--- src/hbdt_pkg.sv ---
// ----------------------------------------------------------------------------
// hbdt_pkg
// Shared types and constants for the h-bridge direction and dead-time block.
// ----------------------------------------------------------------------------
package hbdt_pkg;

  localparam int unsigned CFG_INDEX_W = 2;
  localparam int unsigned CFG_DATA_W  = 32;
  localparam int unsigned PCT_W       = 7;

  localparam logic [CFG_INDEX_W-1:0] CFG_DEAD_TIME    = 2'd0;
  localparam logic [CFG_INDEX_W-1:0] CFG_PERIOD_LEFT  = 2'd1;
  localparam logic [CFG_INDEX_W-1:0] CFG_PERIOD_RIGHT = 2'd2;

  localparam logic [15:0] DEAD_TIME_RESET = 16'd10;
  localparam logic [31:0] PERIOD_RESET    = 32'd50000;

  localparam logic [1:0] DIR_IDLE  = 2'd0;
  localparam logic [1:0] DIR_LEFT  = 2'd1;
  localparam logic [1:0] DIR_RIGHT = 2'd2;
  localparam logic [1:0] DIR_WAIT  = 2'd3;

  localparam logic [PCT_W-1:0] FULL_SCALE = 7'd100;

  // floor(x / 100) = (x * RECIP_100) >> RECIP_SHIFT for any 32-bit x
  localparam logic [31:0] RECIP_100   = 32'h51EB851F;
  localparam int unsigned RECIP_SHIFT = 37;
  // floor(y / 100) = (y * SMALL_RECIP) >> SMALL_SHIFT for y below 43699
  localparam logic [12:0] SMALL_RECIP = 13'd5243;
  localparam int unsigned SMALL_SHIFT = 19;

  localparam int unsigned QUOT_W = 64 - RECIP_SHIFT;

  typedef enum logic [3:0] {
    MODE_IDLE  = 4'b0001,
    MODE_LEFT  = 4'b0010,
    MODE_RIGHT = 4'b0100,
    MODE_WAIT  = 4'b1000
  } mode_t;

  typedef struct packed {
    logic               command_valid;
    logic signed [15:0] command;
    logic [31:0]        now_ms;
  } in_t;

  typedef struct packed {
    logic [31:0] pulse_left;
    logic [31:0] pulse_right;
    logic [1:0]  direction;
  } out_t;

  typedef struct packed {
    logic [15:0] dead_time_ms;
    logic [31:0] period_left;
    logic [31:0] period_right;
  } cfg_t;

  typedef struct packed {
    logic [1:0]       direction;
    logic [PCT_W-1:0] pct;
    logic [31:0]      period;
  } stage_t;

endpackage

--- src/hbdt_regs.sv ---
// ----------------------------------------------------------------------------
// hbdt_regs
// Configuration register file: dead time and the two pwm periods.
// ----------------------------------------------------------------------------
module hbdt_regs (
  input  logic                             clk,
  input  logic                             rst,
  input  logic                             cfg_we,
  input  logic [hbdt_pkg::CFG_INDEX_W-1:0] cfg_index,
  input  logic [hbdt_pkg::CFG_DATA_W-1:0]  cfg_data,
  output hbdt_pkg::cfg_t                   cfg
);

  always_ff @(posedge clk) begin
    if (rst) begin
      cfg.dead_time_ms <= hbdt_pkg::DEAD_TIME_RESET;
      cfg.period_left  <= hbdt_pkg::PERIOD_RESET;
      cfg.period_right <= hbdt_pkg::PERIOD_RESET;
    end else if (cfg_we) begin
      case (cfg_index)
        hbdt_pkg::CFG_DEAD_TIME:    cfg.dead_time_ms <= cfg_data[15:0];
        hbdt_pkg::CFG_PERIOD_LEFT:  cfg.period_left  <= cfg_data;
        hbdt_pkg::CFG_PERIOD_RIGHT: cfg.period_right <= cfg_data;
        default: begin
        end
      endcase
    end
  end

endmodule

--- src/hbdt_dir_ctrl.sv ---
// ----------------------------------------------------------------------------
// hbdt_dir_ctrl
// Direction state machine with dead-time wait, command hold and magnitude.
// ----------------------------------------------------------------------------
module hbdt_dir_ctrl (
  input  logic             clk,
  input  logic             rst,
  input  hbdt_pkg::cfg_t   cfg,
  input  logic             item_valid,
  output logic             item_stall,
  input  hbdt_pkg::in_t    item,
  output logic             s1_valid,
  input  logic             s1_stall,
  output hbdt_pkg::stage_t s1
);

  hbdt_pkg::mode_t          mode;
  hbdt_pkg::mode_t          mode_next;
  logic signed [15:0]       held;
  logic signed [15:0]       held_next;
  logic [31:0]              wait_start;
  logic [31:0]              wait_start_next;
  logic                     neg;
  logic                     pos;
  logic [31:0]              elapsed;
  logic                     over;
  logic [16:0]              mag;
  logic [8:0]               mag_int;
  logic [hbdt_pkg::PCT_W-1:0] pct;
  hbdt_pkg::stage_t         s1_next;
  logic                     accept;

  assign item_stall = s1_valid && s1_stall;
  assign accept     = item_valid && !item_stall;

  always_comb begin
    held_next       = item.command_valid ? item.command : held;
    neg             = held_next[15];
    pos             = !neg && (held_next != 16'sd0);
    elapsed         = item.now_ms - wait_start;
    over            = elapsed > {16'd0, cfg.dead_time_ms};
    mode_next       = mode;
    wait_start_next = wait_start;
    case (mode)
      hbdt_pkg::MODE_IDLE: begin
        if (pos) begin
          mode_next = hbdt_pkg::MODE_LEFT;
        end else if (neg) begin
          mode_next = hbdt_pkg::MODE_RIGHT;
        end
      end
      hbdt_pkg::MODE_LEFT: begin
        if (!pos) begin
          mode_next       = hbdt_pkg::MODE_WAIT;
          wait_start_next = item.now_ms;
        end
      end
      hbdt_pkg::MODE_RIGHT: begin
        if (!neg) begin
          mode_next       = hbdt_pkg::MODE_WAIT;
          wait_start_next = item.now_ms;
        end
      end
      hbdt_pkg::MODE_WAIT: begin
        if (over) begin
          if (pos) begin
            mode_next = hbdt_pkg::MODE_LEFT;
          end else if (neg) begin
            mode_next = hbdt_pkg::MODE_RIGHT;
          end else begin
            mode_next = hbdt_pkg::MODE_IDLE;
          end
        end
      end
      default: mode_next = hbdt_pkg::MODE_IDLE;
    endcase
  end

  // integer percent, saturated at full scale
  always_comb begin
    mag     = neg ? (17'h10000 - {1'b0, held_next}) : {1'b0, held_next};
    mag_int = mag[16:8];
    pct     = (mag_int > {2'd0, hbdt_pkg::FULL_SCALE}) ? hbdt_pkg::FULL_SCALE
                                                       : mag_int[hbdt_pkg::PCT_W-1:0];
  end

  always_comb begin
    s1_next.pct    = '0;
    s1_next.period = '0;
    case (mode_next)
      hbdt_pkg::MODE_LEFT: begin
        s1_next.direction = hbdt_pkg::DIR_LEFT;
        s1_next.pct       = pct;
        s1_next.period    = cfg.period_left;
      end
      hbdt_pkg::MODE_RIGHT: begin
        s1_next.direction = hbdt_pkg::DIR_RIGHT;
        s1_next.pct       = pct;
        s1_next.period    = cfg.period_right;
      end
      hbdt_pkg::MODE_WAIT: s1_next.direction = hbdt_pkg::DIR_WAIT;
      default:             s1_next.direction = hbdt_pkg::DIR_IDLE;
    endcase
  end

  always_ff @(posedge clk) begin
    if (rst) begin
      mode       <= hbdt_pkg::MODE_IDLE;
      held       <= 16'sd0;
      wait_start <= 32'd0;
      s1_valid   <= 1'b0;
    end else begin
      if (accept) begin
        mode       <= mode_next;
        held       <= held_next;
        wait_start <= wait_start_next;
        s1_valid   <= 1'b1;
      end else if (!s1_stall) begin
        s1_valid <= 1'b0;
      end
    end
  end

  always_ff @(posedge clk) begin
    if (accept) begin
      s1 <= s1_next;
    end
  end

endmodule

--- src/hbdt_pulse_pipe.sv ---
// ----------------------------------------------------------------------------
// hbdt_pulse_pipe
// Pipelined pulse width: period * pct / 100 via constant reciprocals.
// ----------------------------------------------------------------------------
module hbdt_pulse_pipe (
  input  logic             clk,
  input  logic             rst,
  input  logic             s1_valid,
  output logic             s1_stall,
  input  hbdt_pkg::stage_t s1,
  output logic             result_valid,
  input  logic             result_stall,
  output hbdt_pkg::out_t   result
);

  localparam int unsigned QW = hbdt_pkg::QUOT_W;
  localparam int unsigned PW = hbdt_pkg::PCT_W;

  logic v2, v3, v4;
  logic take2, take3, take4, take5;

  // stage 2: quotient of period by 100
  logic [QW-1:0] q2;
  logic [31:0]   period2;
  logic [PW-1:0] pct2;
  logic [1:0]    dir2;
  logic [63:0]   recip_prod;

  // stage 3: remainder
  logic [QW-1:0] q3;
  logic [6:0]    r3;
  logic [PW-1:0] pct3;
  logic [1:0]    dir3;
  logic [33:0]   q_times;
  logic [31:0]   diff;

  // stage 4: partial products
  logic [31:0]   qm4;
  logic [13:0]   rm4;
  logic [1:0]    dir4;
  logic [33:0]   qm_full;

  // stage 5: fraction correction and sum
  logic [26:0]   frac_prod;
  logic [31:0]   pulse;

  assign take5    = !result_valid || !result_stall;
  assign take4    = !v4 || take5;
  assign take3    = !v3 || take4;
  assign take2    = !v2 || take3;
  assign s1_stall = !take2;

  assign recip_prod = {32'd0, s1.period} * {32'd0, hbdt_pkg::RECIP_100};
  assign q_times    = {{(34-QW){1'b0}}, q2} * 34'd100;
  assign diff       = period2 - q_times[31:0];
  assign qm_full    = {{(34-QW){1'b0}}, q3} * {27'd0, pct3};
  assign frac_prod  = {13'd0, rm4} * {14'd0, hbdt_pkg::SMALL_RECIP};
  assign pulse      = qm4 + {24'd0, frac_prod[hbdt_pkg::SMALL_SHIFT +: 8]};

  always_ff @(posedge clk) begin
    if (rst) begin
      v2           <= 1'b0;
      v3           <= 1'b0;
      v4           <= 1'b0;
      result_valid <= 1'b0;
    end else begin
      if (take2) begin
        v2 <= s1_valid;
      end
      if (take3) begin
        v3 <= v2;
      end
      if (take4) begin
        v4 <= v3;
      end
      if (take5) begin
        result_valid <= v4;
      end
    end
  end

  always_ff @(posedge clk) begin
    if (take2) begin
      q2      <= recip_prod[63:hbdt_pkg::RECIP_SHIFT];
      period2 <= s1.period;
      pct2    <= s1.pct;
      dir2    <= s1.direction;
    end
    if (take3) begin
      q3   <= q2;
      r3   <= diff[6:0];
      pct3 <= pct2;
      dir3 <= dir2;
    end
    if (take4) begin
      qm4  <= qm_full[31:0];
      rm4  <= {7'd0, r3} * {7'd0, pct3};
      dir4 <= dir3;
    end
    if (take5) begin
      result.direction   <= dir4;
      result.pulse_left  <= (dir4 == hbdt_pkg::DIR_LEFT) ? pulse : 32'd0;
      result.pulse_right <= (dir4 == hbdt_pkg::DIR_RIGHT) ? pulse : 32'd0;
    end
  end

endmodule

--- src/hbdt_direction_dead_time.sv ---
// path: an item goes through s1, stages 2, 3 and 4 and the result register
// throughput: one item per cycle while result_stall is low; five register
//   stages, set by the reciprocal multiplies of the pulse-width path
// reset: synchronous, active high; mode idle, held command zero, dead time 10,
//   both periods 50000, pipeline empty
// ----------------------------------------------------------------------------
// hbridge_direction_dead_time
// H-bridge direction control with dead-time wait and pwm pulse widths.
// ----------------------------------------------------------------------------
module hbridge_direction_dead_time (
  input  logic                             clk,
  input  logic                             rst,
  input  logic                             cfg_we,
  input  logic [hbdt_pkg::CFG_INDEX_W-1:0] cfg_index,
  input  logic [hbdt_pkg::CFG_DATA_W-1:0]  cfg_data,
  input  logic                             item_valid,
  output logic                             item_stall,
  input  hbdt_pkg::in_t                    item,
  output logic                             result_valid,
  input  logic                             result_stall,
  output hbdt_pkg::out_t                   result
);

  hbdt_pkg::cfg_t   cfg;
  logic             s1_valid;
  logic             s1_stall;
  hbdt_pkg::stage_t s1;

  hbdt_regs u_regs (
    .clk       (clk),
    .rst       (rst),
    .cfg_we    (cfg_we),
    .cfg_index (cfg_index),
    .cfg_data  (cfg_data),
    .cfg       (cfg)
  );

  hbdt_dir_ctrl u_dir_ctrl (
    .clk        (clk),
    .rst        (rst),
    .cfg        (cfg),
    .item_valid (item_valid),
    .item_stall (item_stall),
    .item       (item),
    .s1_valid   (s1_valid),
    .s1_stall   (s1_stall),
    .s1         (s1)
  );

  hbdt_pulse_pipe u_pulse_pipe (
    .clk          (clk),
    .rst          (rst),
    .s1_valid     (s1_valid),
    .s1_stall     (s1_stall),
    .s1           (s1),
    .result_valid (result_valid),
    .result_stall (result_stall),
    .result       (result)
  );

`ifndef NO_ASSERTIONS
  a_one_side: assert property (@(posedge clk) disable iff (rst)
    result_valid |-> (result.pulse_left == 32'd0 || result.pulse_right == 32'd0))
    else $error("both pulse outputs active");

  a_left_dir: assert property (@(posedge clk) disable iff (rst)
    result_valid && result.pulse_left != 32'd0 |-> result.direction == hbdt_pkg::DIR_LEFT)
    else $error("left pulse outside left direction");

  a_left_bound: assert property (@(posedge clk) disable iff (rst)
    result_valid |-> result.pulse_left <= cfg.period_left)
    else $error("left pulse exceeds period");

  a_right_bound: assert property (@(posedge clk) disable iff (rst)
    result_valid |-> result.pulse_right <= cfg.period_right)
    else $error("right pulse exceeds period");
`endif

endmodule
--- config.mk ---
export PLATFORM = sky130hd
export DESIGN_NAME = hbridge_direction_dead_time
export DESIGN_NICKNAME = d
export VERILOG_FILES = /design/src/hbdt_pkg.sv /design/src/hbdt_regs.sv /design/src/hbdt_dir_ctrl.sv /design/src/hbdt_pulse_pipe.sv /design/src/hbdt_direction_dead_time.sv
export SDC_FILE = /design/constraint.sdc
export NUM_CORES = 2
export LEC_CHECK = 0
export BUFFER_PORTS_ARGS = -buffer_cell sky130_fd_sc_hd__buf_2
export CORE_UTILIZATION = 59
export CTS_CLUSTER_SIZE = 16
export DETAILED_ROUTE_END_ITERATION = 10
export PLACE_DENSITY = 0.85
export SYNTH_ARGS = -nofsm -noshare
export SYNTH_HDL_FRONTEND = slang
export SYNTH_SLANG_ARGS = --single-unit
--- constraint.sdc ---
create_clock -name clk -period 7 [get_ports clk]
set_input_delay 0.35 -clock clk [delete_from_list [all_inputs] [get_ports clk]]
set_output_delay 0.35 -clock clk [all_outputs]
set_load 0.05 [all_outputs]
* Yosys cells after proc, flatten, opt, wreduce, memory -nomap -nowiden
Index checks and enable logic that the tools add are counted. W data, S select, Z words.
Word-level totals: logic and storage cells 93, bits of input ports 88, register bits after elaboration 376
Operators by class: multiplexer cells 18, equality and inequality tests 13, $mul 5, reduce and logical (&&, ||, !) cells 23, add/subtract/negate cells 4, $lt $le $gt $ge 2
Operators with widths (number):
- $pmux W39 S2 | 1
- $mux W32 | 2
- $pmux W32 S2 | 1
- $mul A32 B31 Y63 const B | 1
- $add A32 B8 Y32 | 1
- $gt A32 B16 Y1 | 1
- $mul A26 B7 Y32 | 1
- $sub A32 B32 Y32 | 1
- $mul A14 B13 Y27 const B | 1
- $mul A26 B5 Y5 const B | 1
- $mux W4 | 6
- $mux W17 | 1
- $sub A17 B16 Y17 const A | 1
- $mux W16 | 1
- $pmux W4 S4 | 1
- $reduce_bool A16 Y1 | 1
- $mul A7 B7 Y14 | 1
- $gt A9 B7 Y1 const B | 1
- $eq A4 B2 Y1 const B | 2
- $eq A4 B3 Y1 const B | 2
- $eq A4 B4 Y1 const B | 2
- $logic_not A1 Y1 | 8
- $mux W7 | 1
- $sub A7 B7 Y7 | 1
- 13 further kinds | 25

* Logic depth before layout (Yosys ltp)
depth in word-level cells 10, gate-level depth with buffers 31, mapped depth without buffers 31

* Hierarchy
From an unflattened synthesis, not the netlist that was laid out.
Second synthesis, totals: cells, all modules 4427, area, all modules 44391.3 sq um
By module, submodules not included:
- hbdt_pulse_pipe | seq. area each 6025.8 sq um, instances 1, area an instance 34369.2 sq um, cells each 3297
- hbdt_dir_ctrl | seq. area each 2292.2 sq um, instances 1, area an instance 6755.2 sq um, cells each 823
- hbdt_regs | seq. area each 1601.5 sq um, instances 1, area an instance 3266.9 sq um, cells each 307

* Least setup slack after synthesis
OpenSTA, ideal clock, no wires.
path type flip-flop to flip-flop, from reg u_dir_ctrl.s1[16] (netlist name), to reg u_pulse_pipe.q2[25], data pin, stages on the path, launching flop included 26, path slack -0.243 ns, path buffers 0, period minus slack after synthesis 7.243 ns, library setup time 0.260 ns, data arrival time 6.983 ns, data required time 6.740 ns, cell sequence edfxtp_1 fa_1 inv_1 fa_1 fa_1 inv_1 fa_1 inv_1 fa_1 inv_1 fa_1 inv_1 fa_1 inv_1 ha_1 and3_1 and3_1 nand2_1 a2111oi_0 nor3_1 o41ai_2 a221oi_1 o31a_1 o31ai_1 a31oi_1 xnor2_1
Between the ends: cells in the longest elaborated chain, start to end 1
Ends and longest elaborated chain:
- $mul A32 B31 Y63 | RTL line hbdt_pulse_pipe.sv:53 | assign recip_prod = {32'd0, s1.period} * {32'd0, hbdt_pkg::RECIP_100};
- net u_pulse_pipe.recip_prod[62] | RTL line hbdt_pulse_pipe.sv:27 | logic [63:0] recip_prod;
- end signal, assigned | RTL line hbdt_pulse_pipe.sv:84 | q2 <= recip_prod[63:hbdt_pkg::RECIP_SHIFT];
- end, declared | RTL line hbdt_pulse_pipe.sv:23 | logic [QW-1:0] q2;
The timed path passes the listed nets, and every way through them passes these cells. A chain may end at the register's enable or synchronous reset.

* Worst setup path in the final report
from reg u_pulse_pipe.rm4[10], to reg u_pulse_pipe.result[60] (netlist name)
Between the ends: cells in the longest elaborated chain, start to end 2
Ends and longest elaborated chain:
- start, declared | RTL line hbdt_pulse_pipe.sv:39 | logic [13:0] rm4;
- start signal, assigned | RTL line hbdt_pulse_pipe.sv:97 | rm4 <= {7'd0, r3} * {7'd0, pct3};
- $mul A14 B13 Y27 | RTL line hbdt_pulse_pipe.sv:57 | assign frac_prod = {13'd0, rm4} * {14'd0, hbdt_pkg::SMALL_RECIP};
- $add A32 B8 Y32 | RTL line hbdt_pulse_pipe.sv:58 | assign pulse = qm4 + {24'd0, frac_prod[hbdt_pkg::SMALL_SHIFT +: 8]};
No other way between the ends.

==> results.cfg <==
[clocking]
ctsRootBufferMaster = clkbuf_16
clock-sinks = 376
clkTransAtPathRegs_ns = 0.06
cts_made_buffers = 43
clockBufferDepth = 3
cts_tree = built
htree_levels = 2
clk_latency_ns = 0.57

[yosys]
yosys.area.top_type = fa_1
synth.most_common_cell = inv_1
synth_commonest_cells = inv_1, ha_1, fa_1
synth.distinct_cells = 76
ys_seq_area_frac = 0.232
synthTopCellsByArea = fa_1, ha_1, edfxtp_1, inv_1, dfxtp_1
ys_warn_count = 0
syn_inst = 4235
synth_nets = 5550
yosys_most_used_dff = edfxtp_1
syn_area_um2 = 42700
synth_seq_cells = 376
synth_edf_count = 239
synthesis.area_per_instance_um2 = 10.1
async_reset_ff_frac = 0
synth_top_area_frac = 0.280

[sta]
period_needed_ns = 7.36
setup_ws_ns = -0.362
rsz0062_at_grt = yes
period_share = 1.05
finalSetupViolations = 48
clock.fmax_ghz = 0.136
worst_pin_slew_ns = 1.28
slew_headroom = 0.147
hold_viol = 0
whs_ns = 0.0246
finalMaxSlewViolations = 0
skew_ns = 0.0212

[critical_path]
start_kind = flop
crit_type = reg -> reg
reg2reg_slack_ns = -0.36
crit_slowest_cell = fa_1
worstPathMaxFanout = 5
arrival_ns = 7.63
r2r_end = u_pulse_pipe.result[60]
critPathLaunch = u_pulse_pipe.rm4[10]
r2r_cells = 30
cpPeakStageDelay_ns = 0.56
endpoint = u_pulse_pipe.result[60]
cp-end-kind = flop
cp.required_ns = 7.27
worst_r2r_startpoint = u_pulse_pipe.rm4[10]

[place]
dpl_cell_area_um2 = 45600
port_buffers = 155
globalplace.congestion = 1.01
hpwl_mm = 80.9

[cells_and_area]
layout.nets = 5895
final_cell_area_um2 = 48600
area_growth_pct = 13.7
layout-drive-gt1-share = 0.136
nFillCells = 4967
multi_input_area_um2 = 29900
register_area_um2 = 9920

[global_route]
grt_pass1_vias = 32257
antenna_found_initial = 3
grt_usage = 0.276
met2_usage = 0.477
grt_pass1_wl_mm = 162
grt_busiest_layer = met2
grtUsageMet1 = 0.343
gr-usage-met3 = 0.0639
overflow = 0
grt_max_degree = 101

[drt]
dr_total_vias = 31068
first_iter_violations = 2197
antenna_left = 0
drt-total-wl_mm = 104
first_pass_iters = 5
wl_per_cell_um = 18.7
drc_errors = 0
viasPerCell = 5.58

[hold_path]
hold_class = in -> reg

[die]
fp.dieArea_um2 = 73500
rows = 98
die_x_um = 271
io_pins = 156
die_h_um = 271
core-area_um2 = 71600
start_util = 0.597

[outcome]
violations = negative setup slack
status = finished, violations left

[run]
max_cap_viol_count = 0
[cell usage in the layout, fill, tap and decap left out, types with 36 or more instances in the layout]
master and count:
a21o_1 67, a21oi_1 193, and2_1 64, buf_2 154, buf_4 209, clkbuf_16 46
dfxtp_1 137, edfxtp_1 239, fa_1 591, ha_1 597, inv_1 905, mux2i_1 39
nand2_1 435, nor2_1 187, o21ai_0 53, xnor2_1 93, xor2_1 36
[critical path: cells and delay by family (launching register included)]
kind | cells | cell delay, ns
adders and majority gates | 7 | 3.04
AOI/OAI and AO/OA | 10 | 1.61
and+or+nand+nor | 5 | 0.99
DFF | 1 | 0.51
buffers and inverters | 6 | 0.51
xor gates and xnor gates | 2 | 0.38
[final cells by class]
class                      instances  area share
antenna                            1   0.0000515
clock buffer                      58      0.0254
clock inverter                    19     0.00402
inverter                         928      0.0717
multi-input combinational       2840       0.615
sequential                       376       0.204
tap                              950      0.0245
timing repair buffer             391      0.0554
[stage by stage]
step	TNS, ns	std cells	setup slack [ns]	util
detailed placement	-6.15	5414	-0.393	0.637
floorplan	0	4235	0.00210	-
global route	-18.71	5563	-0.617	0.678
global placement	-1.84	5414	-0.239	0.637
CTS	-0.253	5518	-0.103	0.665
finish	-5.95	5563	-0.362	0.678
[routing by layer]
layer,vias up,share of wire
met1,15312,0.39
li1,14298,-
met5,-,0.00032
met3,239,0.079
met4,4,0.032
met2,1215,0.50
[repair_timing]
item / in CTS / in global routing
setup endpoints to repair: 44 / 66
setup buffers: 26 / 47
gates resized for setup: 63 / 143
hold buffers: 1 / 0
endpoints found under the hold margin: 1 / 0
pin swaps: 46 / 90
[sequential cells by signal, summed over array words and instances (netlist names), 14 cells and up]
signal	flops
u_pulse_pipe.qm4	32
u_pulse_pipe.result	66
u_dir_ctrl.held	16
u_pulse_pipe.q2	26
u_pulse_pipe.q3	26
u_dir_ctrl.s1	41
u_regs.cfg	80
u_pulse_pipe.rm4	14
u_dir_ctrl.wait_start	32
[kinds of logic after synthesis]
family                   after synthesis  share of synthesized area
AO/OA/AOI/OAI                        542                     0.0824
XOR/XNOR                             142                     0.0291
adder cells (fa/ha/maj)             1227                      0.464
buffers and inverters               1019                     0.0906
flip-flops                           376                      0.232
multiplexers                          41                    0.00966
AND/OR/NAND/NOR                      888                     0.0919
[worst min path at each step]
stage                                    from              endpoint  cells past startpoint
after floorplan             u_dir_ctrl.s1[39]  u_pulse_pipe.dir2[0]                      0
after global placement    u_pulse_pipe.q2[17]   u_pulse_pipe.q3[17]                      0
after detailed placement    u_dir_ctrl.s1[33]  u_pulse_pipe.pct2[1]                      0
after CTS                            item[32]    u_dir_ctrl.held[0]                      3
after global routing                 item[33]    u_dir_ctrl.held[1]                      3
final                                item[38]    u_dir_ctrl.held[6]                      3
Power is left out: the tool's default activity adds up to more than one toggle a clock period on the data nets, which glitch-free logic cannot reach.
